<file path="config.mk">
export PLATFORM = sky130hd
export DESIGN_NAME = histogram_sum_of_squares_flat
export DESIGN_NICKNAME = d
export VERILOG_FILES = /design/src/hw/rtl/hsos_pkg.sv /design/src/hw/rtl/hsos_ifs.sv /design/src/hw/rtl/hsos_bin_ram.sv /design/src/hw/rtl/hsos_sq_acc.sv /design/src/hw/rtl/histogram_sum_of_squares.sv /design/src/flat_wrapper.sv
export SDC_FILE = /design/constraint.sdc
export NUM_CORES = 2
export LEC_CHECK = 0
export BUFFER_PORTS_ARGS = -buffer_cell sky130_fd_sc_hd__buf_2
export CORE_UTILIZATION = 65
export CTS_BUF_LIST = sky130_fd_sc_hd__clkbuf_8
export DETAILED_ROUTE_END_ITERATION = 10
export GPL_ROUTABILITY_DRIVEN = 0
export PLACE_DENSITY = 0.79
export RECOVER_POWER = 25
export SLEW_MARGIN = 20
export SYNTH_ARGS = -nofsm -noshare
export SYNTH_HDL_FRONTEND = slang
export SYNTH_SLANG_ARGS = --single-unit
export TNS_END_PERCENT = 100
</file>
<file path="constraint.sdc">
create_clock -name clock -period 18.9 [get_ports clock]
set_clock_uncertainty 0.05 [all_clocks]
set_input_delay 3.78 -clock clock [delete_from_list [all_inputs] [get_ports clock]]
set_output_delay 3.78 -clock clock [all_outputs]
set_load 0.01 [all_outputs]
</file>
<file path="src/hw/rtl/hsos_pkg.sv">
// ----------------------------------------------------------------------------
// hsos_pkg
// Widths, defaults and control bundles of the histogram / sum-of-squares block.
// ----------------------------------------------------------------------------
package hsos_pkg;

   localparam int FB_W            = 8;   // feedback field
   localparam int MAX_W           = 6;   // max_value register
   localparam int IDX_W           = 6;   // bin_index field
   localparam int CNT_OUT_W       = 16;  // bin_count field
   localparam int SUM_W           = 32;  // running_sum field
   localparam int NUM_BINS_DEF    = 64;
   localparam int COUNT_WIDTH_DEF = 16;

   localparam logic [MAX_W-1:0] MAX_VALUE_RST = 6'd63;

   // bin memory controls
   typedef struct packed {
      logic rd_en;
      logic wr_en;
      logic clr_all;
   } ram_ctl_type;

   // square / accumulate controls
   typedef struct packed {
      logic mul_en;
      logic acc_en;
      logic clr;
   } acc_ctl_type;

endpackage

</file>
<file path="src/hw/rtl/hsos_ifs.sv">
// ----------------------------------------------------------------------------
// hsos_ifs
// Valid/ready channels of the histogram block: item in, result out, register.
// ----------------------------------------------------------------------------
interface hsos_req_if;
   logic                         valid;
   logic                         ready;
   logic [hsos_pkg::FB_W-1:0]    feedback;
   logic                         list_end;

   modport source (output valid, output feedback, output list_end, input ready);
   modport sink   (input valid, input feedback, input list_end, output ready);
endinterface

interface hsos_rsp_if;
   logic                           valid;
   logic                           ready;
   logic [hsos_pkg::IDX_W-1:0]     bin_index;
   logic [hsos_pkg::CNT_OUT_W-1:0] bin_count;
   logic [hsos_pkg::SUM_W-1:0]     running_sum;
   logic                           range_error;
   logic                           final_result;

   modport source (output valid, output bin_index, output bin_count,
                   output running_sum, output range_error, output final_result,
                   input ready);
   modport sink   (input valid, input bin_index, input bin_count,
                   input running_sum, input range_error, input final_result,
                   output ready);
endinterface

interface hsos_csr_if;
   logic                        valid;
   logic                        ready;
   logic [hsos_pkg::MAX_W-1:0]  max_value;

   modport source (output valid, output max_value, input ready);
   modport sink   (input valid, input max_value, output ready);
endinterface

</file>
<file path="src/hw/rtl/hsos_bin_ram.sv">
// ----------------------------------------------------------------------------
// hsos_bin_ram
// Bin count memory, one write and one registered read per cycle. Per-entry
// valid bits make unwritten or cleared entries read as zero.
// ----------------------------------------------------------------------------
module hsos_bin_ram #(
   parameter int NUM_BINS    = hsos_pkg::NUM_BINS_DEF,
   parameter int COUNT_WIDTH = hsos_pkg::COUNT_WIDTH_DEF
) (
   input  logic                          clock,
   input  logic                          reset,
   input  hsos_pkg::ram_ctl_type         ctl,
   input  logic [$clog2(NUM_BINS)-1:0]   rd_addr,
   input  logic [$clog2(NUM_BINS)-1:0]   wr_addr,
   input  logic [COUNT_WIDTH-1:0]        wr_data,
   output logic [COUNT_WIDTH-1:0]        rd_data
);

   logic [COUNT_WIDTH-1:0] mem [NUM_BINS];
   logic [NUM_BINS-1:0]    valid_ff;
   logic [COUNT_WIDTH-1:0] rd_data_ff;
   logic                   rd_valid_ff;

   always_ff @(posedge clock) begin
      if (ctl.wr_en) begin
         mem[wr_addr] <= wr_data;
      end
      if (ctl.rd_en) begin
         rd_data_ff <= mem[rd_addr];
      end
   end

   always_ff @(posedge clock) begin
      if (reset || ctl.clr_all) begin
         valid_ff <= '0;
      end else if (ctl.wr_en) begin
         valid_ff[wr_addr] <= 1'b1;
      end
   end

   always_ff @(posedge clock) begin
      if (reset) begin
         rd_valid_ff <= 1'b0;
      end else if (ctl.rd_en) begin
         rd_valid_ff <= valid_ff[rd_addr];
      end
   end

   assign rd_data = rd_valid_ff ? rd_data_ff : '0;

endmodule

</file>
<file path="src/hw/rtl/hsos_sq_acc.sv">
// ----------------------------------------------------------------------------
// hsos_sq_acc
// Squares one bin count into a register, then adds it to the running sum.
// ----------------------------------------------------------------------------
module hsos_sq_acc #(
   parameter int COUNT_WIDTH = hsos_pkg::COUNT_WIDTH_DEF
) (
   input  logic                          clock,
   input  logic                          reset,
   input  hsos_pkg::acc_ctl_type         ctl,
   input  logic [COUNT_WIDTH-1:0]        count_in,
   output logic [COUNT_WIDTH-1:0]        count_q,
   output logic [hsos_pkg::SUM_W-1:0]    sum_next
);

   localparam int PW = 2 * COUNT_WIDTH;
   localparam int SW = hsos_pkg::SUM_W;

   logic [PW-1:0]          prod;
   logic [SW-1:0]          sq_in;
   logic [SW-1:0]          sq_ff;
   logic [COUNT_WIDTH-1:0] count_ff;
   logic [SW-1:0]          sum_ff;

   assign prod     = PW'(count_in) * PW'(count_in);
   assign sq_in    = SW'(prod);       // square modulo 2^32
   assign sum_next = sum_ff + sq_ff;
   assign count_q  = count_ff;

   always_ff @(posedge clock) begin
      if (ctl.mul_en) begin
         sq_ff    <= sq_in;
         count_ff <= count_in;
      end
   end

   always_ff @(posedge clock) begin
      if (reset || ctl.clr) begin
         sum_ff <= '0;
      end else if (ctl.acc_en) begin
         sum_ff <= sum_next;
      end
   end

endmodule

</file>
<file path="src/hw/rtl/histogram_sum_of_squares.sv">
// ----------------------------------------------------------------------------
// histogram_sum_of_squares
// Counts feedback values into bins and reports counts with a running sum of
// squared counts at the end of each list.
// ----------------------------------------------------------------------------
// Items arrive on req_bus (feedback, list_end); a transfer needs valid and
// ready high at a clock edge. Each in-range value bumps its bin in a
// registered-read memory; a value above the top bin only sets the sticky
// range error. Counting takes one item per cycle while req_bus.ready is
// high: read at transfer, modify and write back in the next cycle, with the
// last write forwarded when the next item hits the same bin.
// The item with list_end is counted, then req_bus.ready drops and the block
// reports bins 0 through min(max_value, NUM_BINS-1) on rsp_bus, one result
// per bin. Each bin passes through a memory read (ST_READ), a square
// (ST_MUL) and an accumulate (ST_OUT), where a stalled receiver waits;
// the last result carries final_result. After it all bins, the error
// flag and the sum are cleared and req_bus.ready rises again.
// rsp_bus has an output register: a stalled receiver holds the burst, and
// the final result may wait there while the next list is already counted.
// csr_bus writes max_value, always ready. Reset (synchronous) empties the
// bins, sets max_value to 63 and is ready the next cycle.
// ----------------------------------------------------------------------------
module histogram_sum_of_squares #(
   parameter int NUM_BINS    = hsos_pkg::NUM_BINS_DEF,
   parameter int COUNT_WIDTH = hsos_pkg::COUNT_WIDTH_DEF
) (
   input  logic        clock,
   input  logic        reset,
   hsos_req_if.sink    req_bus,
   hsos_rsp_if.source  rsp_bus,
   hsos_csr_if.sink    csr_bus
);

   localparam int BIN_W = $clog2(NUM_BINS);
   localparam int FB_W  = hsos_pkg::FB_W;
   localparam logic [FB_W-1:0] LAST_BIN = FB_W'(NUM_BINS - 1);

   localparam logic [2:0] ST_COUNT = 3'd0;
   localparam logic [2:0] ST_WAIT  = 3'd1;
   localparam logic [2:0] ST_READ  = 3'd2;
   localparam logic [2:0] ST_MUL   = 3'd3;
   localparam logic [2:0] ST_OUT   = 3'd4;

   logic [2:0]                     state_ff, state_in;
   logic [hsos_pkg::MAX_W-1:0]     max_value_ff;
   logic [FB_W-1:0]                max8, top8;
   logic                           req_take, req_hit;

   logic                           s1_valid_ff, s1_hit_ff;
   logic [BIN_W-1:0]               s1_addr_ff;
   logic                           fwd_valid_ff;
   logic [BIN_W-1:0]               fwd_addr_ff;
   logic [COUNT_WIDTH-1:0]         fwd_data_ff;
   logic [COUNT_WIDTH-1:0]         old_count, new_count;

   logic                           error_ff;
   logic [BIN_W-1:0]               top_ff, bin_ff, bin_in;
   logic                           last_bin, out_load;

   hsos_pkg::ram_ctl_type          ram_ctl;
   hsos_pkg::acc_ctl_type          acc_ctl;
   logic [BIN_W-1:0]               ram_rd_addr;
   logic [COUNT_WIDTH-1:0]         ram_rd_data;
   logic [COUNT_WIDTH-1:0]         acc_count;
   logic [hsos_pkg::SUM_W-1:0]     acc_sum_next;

   logic                           rsp_valid_ff, rsp_valid_in;
   logic [hsos_pkg::IDX_W-1:0]     rsp_index_ff;
   logic [hsos_pkg::CNT_OUT_W-1:0] rsp_count_ff;
   logic [hsos_pkg::SUM_W-1:0]     rsp_sum_ff;
   logic                           rsp_error_ff, rsp_final_ff;

   // configuration
   assign csr_bus.ready = 1'b1;

   always_ff @(posedge clock) begin
      if (reset) begin
         max_value_ff <= hsos_pkg::MAX_VALUE_RST;
      end else if (csr_bus.valid) begin
         max_value_ff <= csr_bus.max_value;
      end
   end

   // top bin is the smaller of max_value and the last bin
   assign max8    = FB_W'(max_value_ff);
   assign top8    = (max8 > LAST_BIN) ? LAST_BIN : max8;
   assign req_bus.ready = (state_ff == ST_COUNT);
   assign req_take = req_bus.valid && req_bus.ready;
   assign req_hit  = (req_bus.feedback <= top8);

   // count stage: read at transfer, update in the next cycle
   always_ff @(posedge clock) begin
      if (reset) begin
         s1_valid_ff  <= 1'b0;
         fwd_valid_ff <= 1'b0;
      end else begin
         s1_valid_ff  <= req_take;
         fwd_valid_ff <= ram_ctl.wr_en;
      end
   end

   always_ff @(posedge clock) begin
      if (req_take) begin
         s1_hit_ff  <= req_hit;
         s1_addr_ff <= req_bus.feedback[BIN_W-1:0];
      end
      fwd_addr_ff <= s1_addr_ff;
      fwd_data_ff <= new_count;
   end

   // the write at the read's own edge is not in the read data
   assign old_count = (fwd_valid_ff && (fwd_addr_ff == s1_addr_ff)) ? fwd_data_ff
                                                                    : ram_rd_data;
   assign new_count = (&old_count) ? old_count : old_count + 1'b1;

   always_ff @(posedge clock) begin
      if (reset) begin
         error_ff <= 1'b0;
      end else if (out_load && last_bin) begin
         error_ff <= 1'b0;
      end else if (s1_valid_ff && !s1_hit_ff) begin
         error_ff <= 1'b1;
      end
   end

   // burst sequencer
   assign last_bin = (bin_ff == top_ff);
   assign out_load = (state_ff == ST_OUT) && (!rsp_valid_ff || rsp_bus.ready);

   always_comb begin
      state_in = state_ff;
      bin_in   = bin_ff;
      case (state_ff)
         ST_COUNT: begin
            if (req_take && req_bus.list_end) begin
               state_in = ST_WAIT;
               bin_in   = '0;
            end
         end
         ST_WAIT: state_in = ST_READ;
         ST_READ: state_in = ST_MUL;
         ST_MUL:  state_in = ST_OUT;
         ST_OUT: begin
            if (out_load) begin
               if (last_bin) begin
                  state_in = ST_COUNT;
               end else begin
                  state_in = ST_READ;
                  bin_in   = bin_ff + 1'b1;
               end
            end
         end
         default: state_in = ST_COUNT;
      endcase
   end

   always_ff @(posedge clock) begin
      if (reset) begin
         state_ff <= ST_COUNT;
      end else begin
         state_ff <= state_in;
      end
   end

   always_ff @(posedge clock) begin
      bin_ff <= bin_in;
      if (req_take && req_bus.list_end) begin
         top_ff <= top8[BIN_W-1:0];
      end
   end

   // memory and arithmetic controls
   always_comb begin
      ram_ctl.rd_en   = (req_take && req_hit) || (state_ff == ST_READ);
      ram_ctl.wr_en   = s1_valid_ff && s1_hit_ff;
      ram_ctl.clr_all = out_load && last_bin;
      acc_ctl.mul_en  = (state_ff == ST_MUL);
      acc_ctl.acc_en  = out_load;
      acc_ctl.clr     = (out_load && last_bin) || (state_ff == ST_WAIT);
   end

   assign ram_rd_addr = (state_ff == ST_READ) ? bin_ff : req_bus.feedback[BIN_W-1:0];

   hsos_bin_ram #(
      .NUM_BINS    (NUM_BINS),
      .COUNT_WIDTH (COUNT_WIDTH)
   ) u_ram (
      .clock   (clock),
      .reset   (reset),
      .ctl     (ram_ctl),
      .rd_addr (ram_rd_addr),
      .wr_addr (s1_addr_ff),
      .wr_data (new_count),
      .rd_data (ram_rd_data)
   );

   hsos_sq_acc #(
      .COUNT_WIDTH (COUNT_WIDTH)
   ) u_acc (
      .clock    (clock),
      .reset    (reset),
      .ctl      (acc_ctl),
      .count_in (ram_rd_data),
      .count_q  (acc_count),
      .sum_next (acc_sum_next)
   );

   // result register
   assign rsp_valid_in = out_load ? 1'b1 : (rsp_bus.ready ? 1'b0 : rsp_valid_ff);

   always_ff @(posedge clock) begin
      if (reset) begin
         rsp_valid_ff <= 1'b0;
      end else begin
         rsp_valid_ff <= rsp_valid_in;
      end
   end

   always_ff @(posedge clock) begin
      if (out_load) begin
         rsp_index_ff <= hsos_pkg::IDX_W'(bin_ff);
         rsp_count_ff <= hsos_pkg::CNT_OUT_W'(acc_count);
         rsp_sum_ff   <= acc_sum_next;
         rsp_error_ff <= error_ff;
         rsp_final_ff <= last_bin;
      end
   end

   assign rsp_bus.valid        = rsp_valid_ff;
   assign rsp_bus.bin_index    = rsp_index_ff;
   assign rsp_bus.bin_count    = rsp_count_ff;
   assign rsp_bus.running_sum  = rsp_sum_ff;
   assign rsp_bus.range_error  = rsp_error_ff;
   assign rsp_bus.final_result = rsp_final_ff;

endmodule

</file>
<file path="src/flat_wrapper.sv">
// flat-port wrapper written by rule: the top's interface ports become plain ports
module histogram_sum_of_squares_flat 
#(
   parameter int NUM_BINS    = hsos_pkg::NUM_BINS_DEF,
   parameter int COUNT_WIDTH = hsos_pkg::COUNT_WIDTH_DEF
)
  (clock, reset, req_bus_valid, req_bus_feedback, req_bus_list_end, req_bus_ready, rsp_bus_valid, rsp_bus_bin_index, rsp_bus_bin_count, rsp_bus_running_sum, rsp_bus_range_error, rsp_bus_final_result, rsp_bus_ready, csr_bus_valid, csr_bus_max_value, csr_bus_ready);
  hsos_req_if req_bus_i ();
  hsos_rsp_if rsp_bus_i ();
  hsos_csr_if csr_bus_i ();
  input  logic clock;
  input  logic reset;
  input wire logic [$bits(req_bus_i.valid)-1:0] req_bus_valid;
  input wire logic [$bits(req_bus_i.feedback)-1:0] req_bus_feedback;
  input wire logic [$bits(req_bus_i.list_end)-1:0] req_bus_list_end;
  output wire logic [$bits(req_bus_i.ready)-1:0] req_bus_ready;
  output wire logic [$bits(rsp_bus_i.valid)-1:0] rsp_bus_valid;
  output wire logic [$bits(rsp_bus_i.bin_index)-1:0] rsp_bus_bin_index;
  output wire logic [$bits(rsp_bus_i.bin_count)-1:0] rsp_bus_bin_count;
  output wire logic [$bits(rsp_bus_i.running_sum)-1:0] rsp_bus_running_sum;
  output wire logic [$bits(rsp_bus_i.range_error)-1:0] rsp_bus_range_error;
  output wire logic [$bits(rsp_bus_i.final_result)-1:0] rsp_bus_final_result;
  input wire logic [$bits(rsp_bus_i.ready)-1:0] rsp_bus_ready;
  input wire logic [$bits(csr_bus_i.valid)-1:0] csr_bus_valid;
  input wire logic [$bits(csr_bus_i.max_value)-1:0] csr_bus_max_value;
  output wire logic [$bits(csr_bus_i.ready)-1:0] csr_bus_ready;
  assign req_bus_i.valid = req_bus_valid;
  assign req_bus_i.feedback = req_bus_feedback;
  assign req_bus_i.list_end = req_bus_list_end;
  assign req_bus_ready = req_bus_i.ready;
  assign rsp_bus_valid = rsp_bus_i.valid;
  assign rsp_bus_bin_index = rsp_bus_i.bin_index;
  assign rsp_bus_bin_count = rsp_bus_i.bin_count;
  assign rsp_bus_running_sum = rsp_bus_i.running_sum;
  assign rsp_bus_range_error = rsp_bus_i.range_error;
  assign rsp_bus_final_result = rsp_bus_i.final_result;
  assign rsp_bus_i.ready = rsp_bus_ready;
  assign csr_bus_i.valid = csr_bus_valid;
  assign csr_bus_i.max_value = csr_bus_max_value;
  assign csr_bus_ready = csr_bus_i.ready;
  histogram_sum_of_squares #(.NUM_BINS(NUM_BINS), .COUNT_WIDTH(COUNT_WIDTH)) u_core (.clock(clock), .reset(reset), .req_bus(req_bus_i), .rsp_bus(rsp_bus_i), .csr_bus(csr_bus_i));
endmodule
</file>
==> key figures <==
Run status
  • Status: finished with violations
  • Violated checks: design-rule violations, max-capacitance violations, max-slew violations

Route
  • Routed Antenna Nets: 0
  • DRC violation count after routing: 25
  • Avg WL per Cell: 25.7 um
  • Vias: between 30,000 and 40,000
  • DRT Pass-1 Iters: 9
  • Drt total wl: 133,000 um
  • DRT iter0 DRCs: 3,546
  • Via/cell ratio: 6.41

Floorplanning
  • IO Pins: 79
  • Cell row count: 109
  • Die Wd: 301 um
  • DIE AREA: just over 0.09 mm2
  • Die H: approximately 300 um
  • Core area: between 0.08 and 0.09 mm2
  • Initial Util: between 60% and 70%

Worst setup path
  • Arrival time at the worst endpoint: 9.62 ns
  • Crit-path max FO: just over 60
  • Critical Path RT: 19.45 ns
  • Startpoint types: flip-flop
  • Setup crit end kind: flip-flop
  • R2r setup slk: a little under 10 ns
  • Crit path to: u_core.u_acc.sq_ff[31]$_DFFE_PP_
  • Reg2Reg Depth: 22
  • Critical path startpoint: u_core.u_ram.rd_valid_ff$_SDFFE_PP0P_
  • Crit Path Class: reg2reg
  • Worst r2r src: u_core.u_ram.rd_valid_ff$_SDFFE_PP0P_
  • Worst r2r dst: u_core.u_acc.sq_ff[31]$_DFFE_PP_

Clocking
  • Worst-path clk slew: 0.07 ns
  • Worst-skew pair later-pin latency: 0.89 ns
  • Post-CTS Hold Buffers: 0
  • CTS resizes: 0
  • Root buffer cell: clkbuf_8
  • CTS tree: yes
  • # clock sinks: 1,293
  • CTS Buffer Depth: 3
  • TritonCTS Buffers: 195
  • Post-CTS Setup Inserts: 0
  • H-tree depth: 4

Pwr
  • Sequential cell fraction of total power: 53.6%
  • Combinational share of power: about 7%
  • Total chip power: 0.00586 W
  • Leakage power: 23.1 nW
  • Clock Power Share: roughly 40%
  • Worst VDD drop: around 0.00012 V
  • Int Power: 0.00449 W
  • Power density over the cells: about 91 mW/mm2
  • Net switching power: 0.00136 W
  • Sw frac: 23.3%

Logic synthesis
  • Fraction of registers with async set/reset: 0%
  • Ranking of synthesized cells by area: edfxtp_1, mux4_2, fa_1
  • Syn nets: roughly 4,000
  • Cell count after synthesis: 3,632
  • Seq/Total Area, Yosys: roughly 65%
  • Post-synth EDFFs: approximately 1,200
  • #FFs+latches synth: 1,293
  • Largest area contributor in the netlist: edfxtp_1
  • Avg Inst Size Synth: about 16 um2
  • Netlist cell types: just under 80
  • Main synth FF type: edfxtp_1
  • Syn. warnings: 0
  • Post-Syn Area: between 0.05 and 0.06 mm2
  • Synth top area share: 60.0%

Global route
  • Vias in the first global route: ~34,000
  • GR Util All Layers: ~30%
  • Initial antenna violation count: 1
  • Global route total overflow: 0
  • First-pass GRT wire length: 199,000 um
  • Pin count of the biggest net entering global routing: between 150 and 200

STA
  • Final Hold Fails: 0
  • RSZ-0062 raised after global routing: false
  • Setup WS post-layout: between 9 and 10 ns
  • Slew @ Worst Pin: 2.57 ns
  • Fin crit period: 9.07 ns
  • FMAX: 110 MHz
  • Fin crit share: 48.0%
  • Final Max Slew Viols: between 200 and 300
  • Fin Setup TNS: 0 ns
  • Final setup viols: 0
  • Relative slew slack: -71.1%

Placed design
  • Worst slack, placed: around 10 ns
  • Port bufs: 77
  • Post-DP HPWL: 80,200 um
  • # placed instances: 4,796

Finish
  • Nets: 4,145
  • Layout cells sized above 1: 18.5%
  • Core Util, Final: 72.4%
  • Finished Layout Cells: 5,163
  • Synth-to-layout area growth: 10.3%

Run
  • MaxCap Viol Count: 10

Hold path
  • Worst min path class: reg2reg
-- final cells by class --
cell class / instances / area (um2)
Timing Repair Buffer: 185 / 1090
Antenna cell: 1 / 2.50
Clock inverter: 151 / 1050
Fill cell: 5356 / 24500
Inverter: 270 / 1010
Tap cell: 1165 / 1460
Sequential cell: 1293 / 37500
Multi-Input combinational cell: 1883 / 19000
Clock buffer: 215 / 2960
-- placed cells by master, fill, tap and decap left out, types with 75 or more instances in the layout --
cell type	count
buf_2	77
clkbuf_8	215
ha_1	135
inv_1	326
fa_1	162
nand2_1	316
a211oi_1	102
o21a_1	75
mux4_2	266
nor2_1	124
dfxtp_1	132
a21oi_1	120
edfxtp_1	1161
-- power by group through the flow --
stage	Combinational (W)	Sequential [W]	Clock, W
global placement	0.000387	0.00320	0
floorplan	0.000290	0.00318	0
CTS	0.000396	0.00314	0.00235
finish	0.000397	0.00314	0.00232
detailed placement	0.000395	0.00320	0
global route	0.000429	0.00314	0.00247
-- Yosys cell counts (all sizes together), types with 29 or more instances --
| cell type | number |
|---|---|
| nor2 | 134 |
| a211oi | 102 |
| clkbuf | 113 |
| inv | 267 |
| nand3 | 29 |
| buf | 73 |
| xnor2 | 64 |
| dfxtp | 132 |
| and3 | 54 |
| nand2 | 316 |
| a311oi | 33 |
| o21ai | 43 |
| a21oi | 123 |
| fa | 162 |
| ha | 135 |
| mux4 | 266 |
| o21a | 75 |
| and2 | 76 |
| a31oi | 36 |
| edfxtp | 1161 |
-- worst min-delay path by stage --
stage,from,end,cells past startpoint
6_report,u_core.u_acc.count_q[5]$_DFFE_PP_,u_core.rsp_bus.bin_count[5]$_DFFE_PP_,0
5_1_grt,u_core.u_acc.count_q[11]$_DFFE_PP_,u_core.rsp_bus.bin_count[11]$_DFFE_PP_,0
4_1_cts,u_core.u_acc.count_q[5]$_DFFE_PP_,u_core.rsp_bus.bin_count[5]$_DFFE_PP_,0
3_5_place_dp,u_core.u_acc.count_q[3]$_DFFE_PP_,u_core.rsp_bus.bin_count[3]$_DFFE_PP_,0
3_3_place_gp,u_core.u_acc.count_q[3]$_DFFE_PP_,u_core.rsp_bus.bin_count[3]$_DFFE_PP_,0
2_1_floorplan,u_core.s1_addr_ff[3]$_DFFE_PP_,u_core.fwd_addr_ff[3]$_DFF_P_,0
-- logic make-up (layout without fill, tap and decap cells) --
family | Yosys count | in the layout | synth area share, %
other | 1 | 2 | 0.00645
multiplexers | 303 | 303 | 11.0
adder cells (fa/ha/maj) | 297 | 297 | 8.49
AND/OR/NAND/NOR | 696 | 696 | 5.55
AO/OA/AOI/OAI | 495 | 495 | 5.77
flip-flops | 1293 | 1293 | 64.6
buffers and inverters | 456 | 821 | 3.25
XOR/XNOR | 91 | 91 | 1.37
-- flip-flops by register name, indices dropped and copies added (netlist names), 3 cells and up --
name and count:
u_core.u_ram.mem 1024, u_core.u_ram.valid_ff 64, u_core.rsp_bus.running_sum 32, u_core.u_acc.sum_ff 32, u_core.u_acc.sq_ff 31, u_core.fwd_data_ff 16, u_core.rsp_bus.bin_count 16, u_core.u_ram.rd_data_ff 16
u_core.u_acc.count_q 15, u_core.bin_ff 6, u_core.fwd_addr_ff 6, u_core.max_value_ff 6, u_core.rsp_bus.bin_index 6, u_core.s1_addr_ff 6, u_core.top_ff 6, u_core.state_ff 3
-- stage by stage --
stage | area, um2 | hold slack [ns]
2_1_floorplan | 58100 | 0.293
3_3_place_gp | 60200 | 0.351
3_5_place_dp | 60200 | 0.355
4_1_cts | 64200 | 0.368
5_1_grt | 64100 | 0.378
6_report | 64100 | 0.367
-- metal layers --
layer / up-vias / track usage, % / part of all wire, %
met4: 0 / 13.5 / 4.1
met1: 16800 / 38.6 / 37
li1: 14200 / - / -
met3: 325 / 6.30 / 9.6
met5: - / 0 / 0
met2: 1832 / 49.8 / 50
-- critical path, cell delays in order (launching register included) --
cell	delay (ns)
dfxtp_1	0.35
clkbuf_1	1.61
nand2_1	0.61
clkinv_1	0.45
nand2_1	0.13
fa_1	0.54
fa_1	0.59
fa_1	0.45
fa_1	0.56
fa_1	0.42
fa_1	0.49
inv_1	0.04
ha_1	0.32
nand2_1	0.11
nor2_1	0.07
and3_1	0.24
a221oi_1	0.34
nor2_1	0.12
o41a_1	0.43
o21ai_1	0.30
o2111ai_1	0.16
a21oi_1	0.23
xnor2_1	0.12
(Power assumes the default switching activity.)
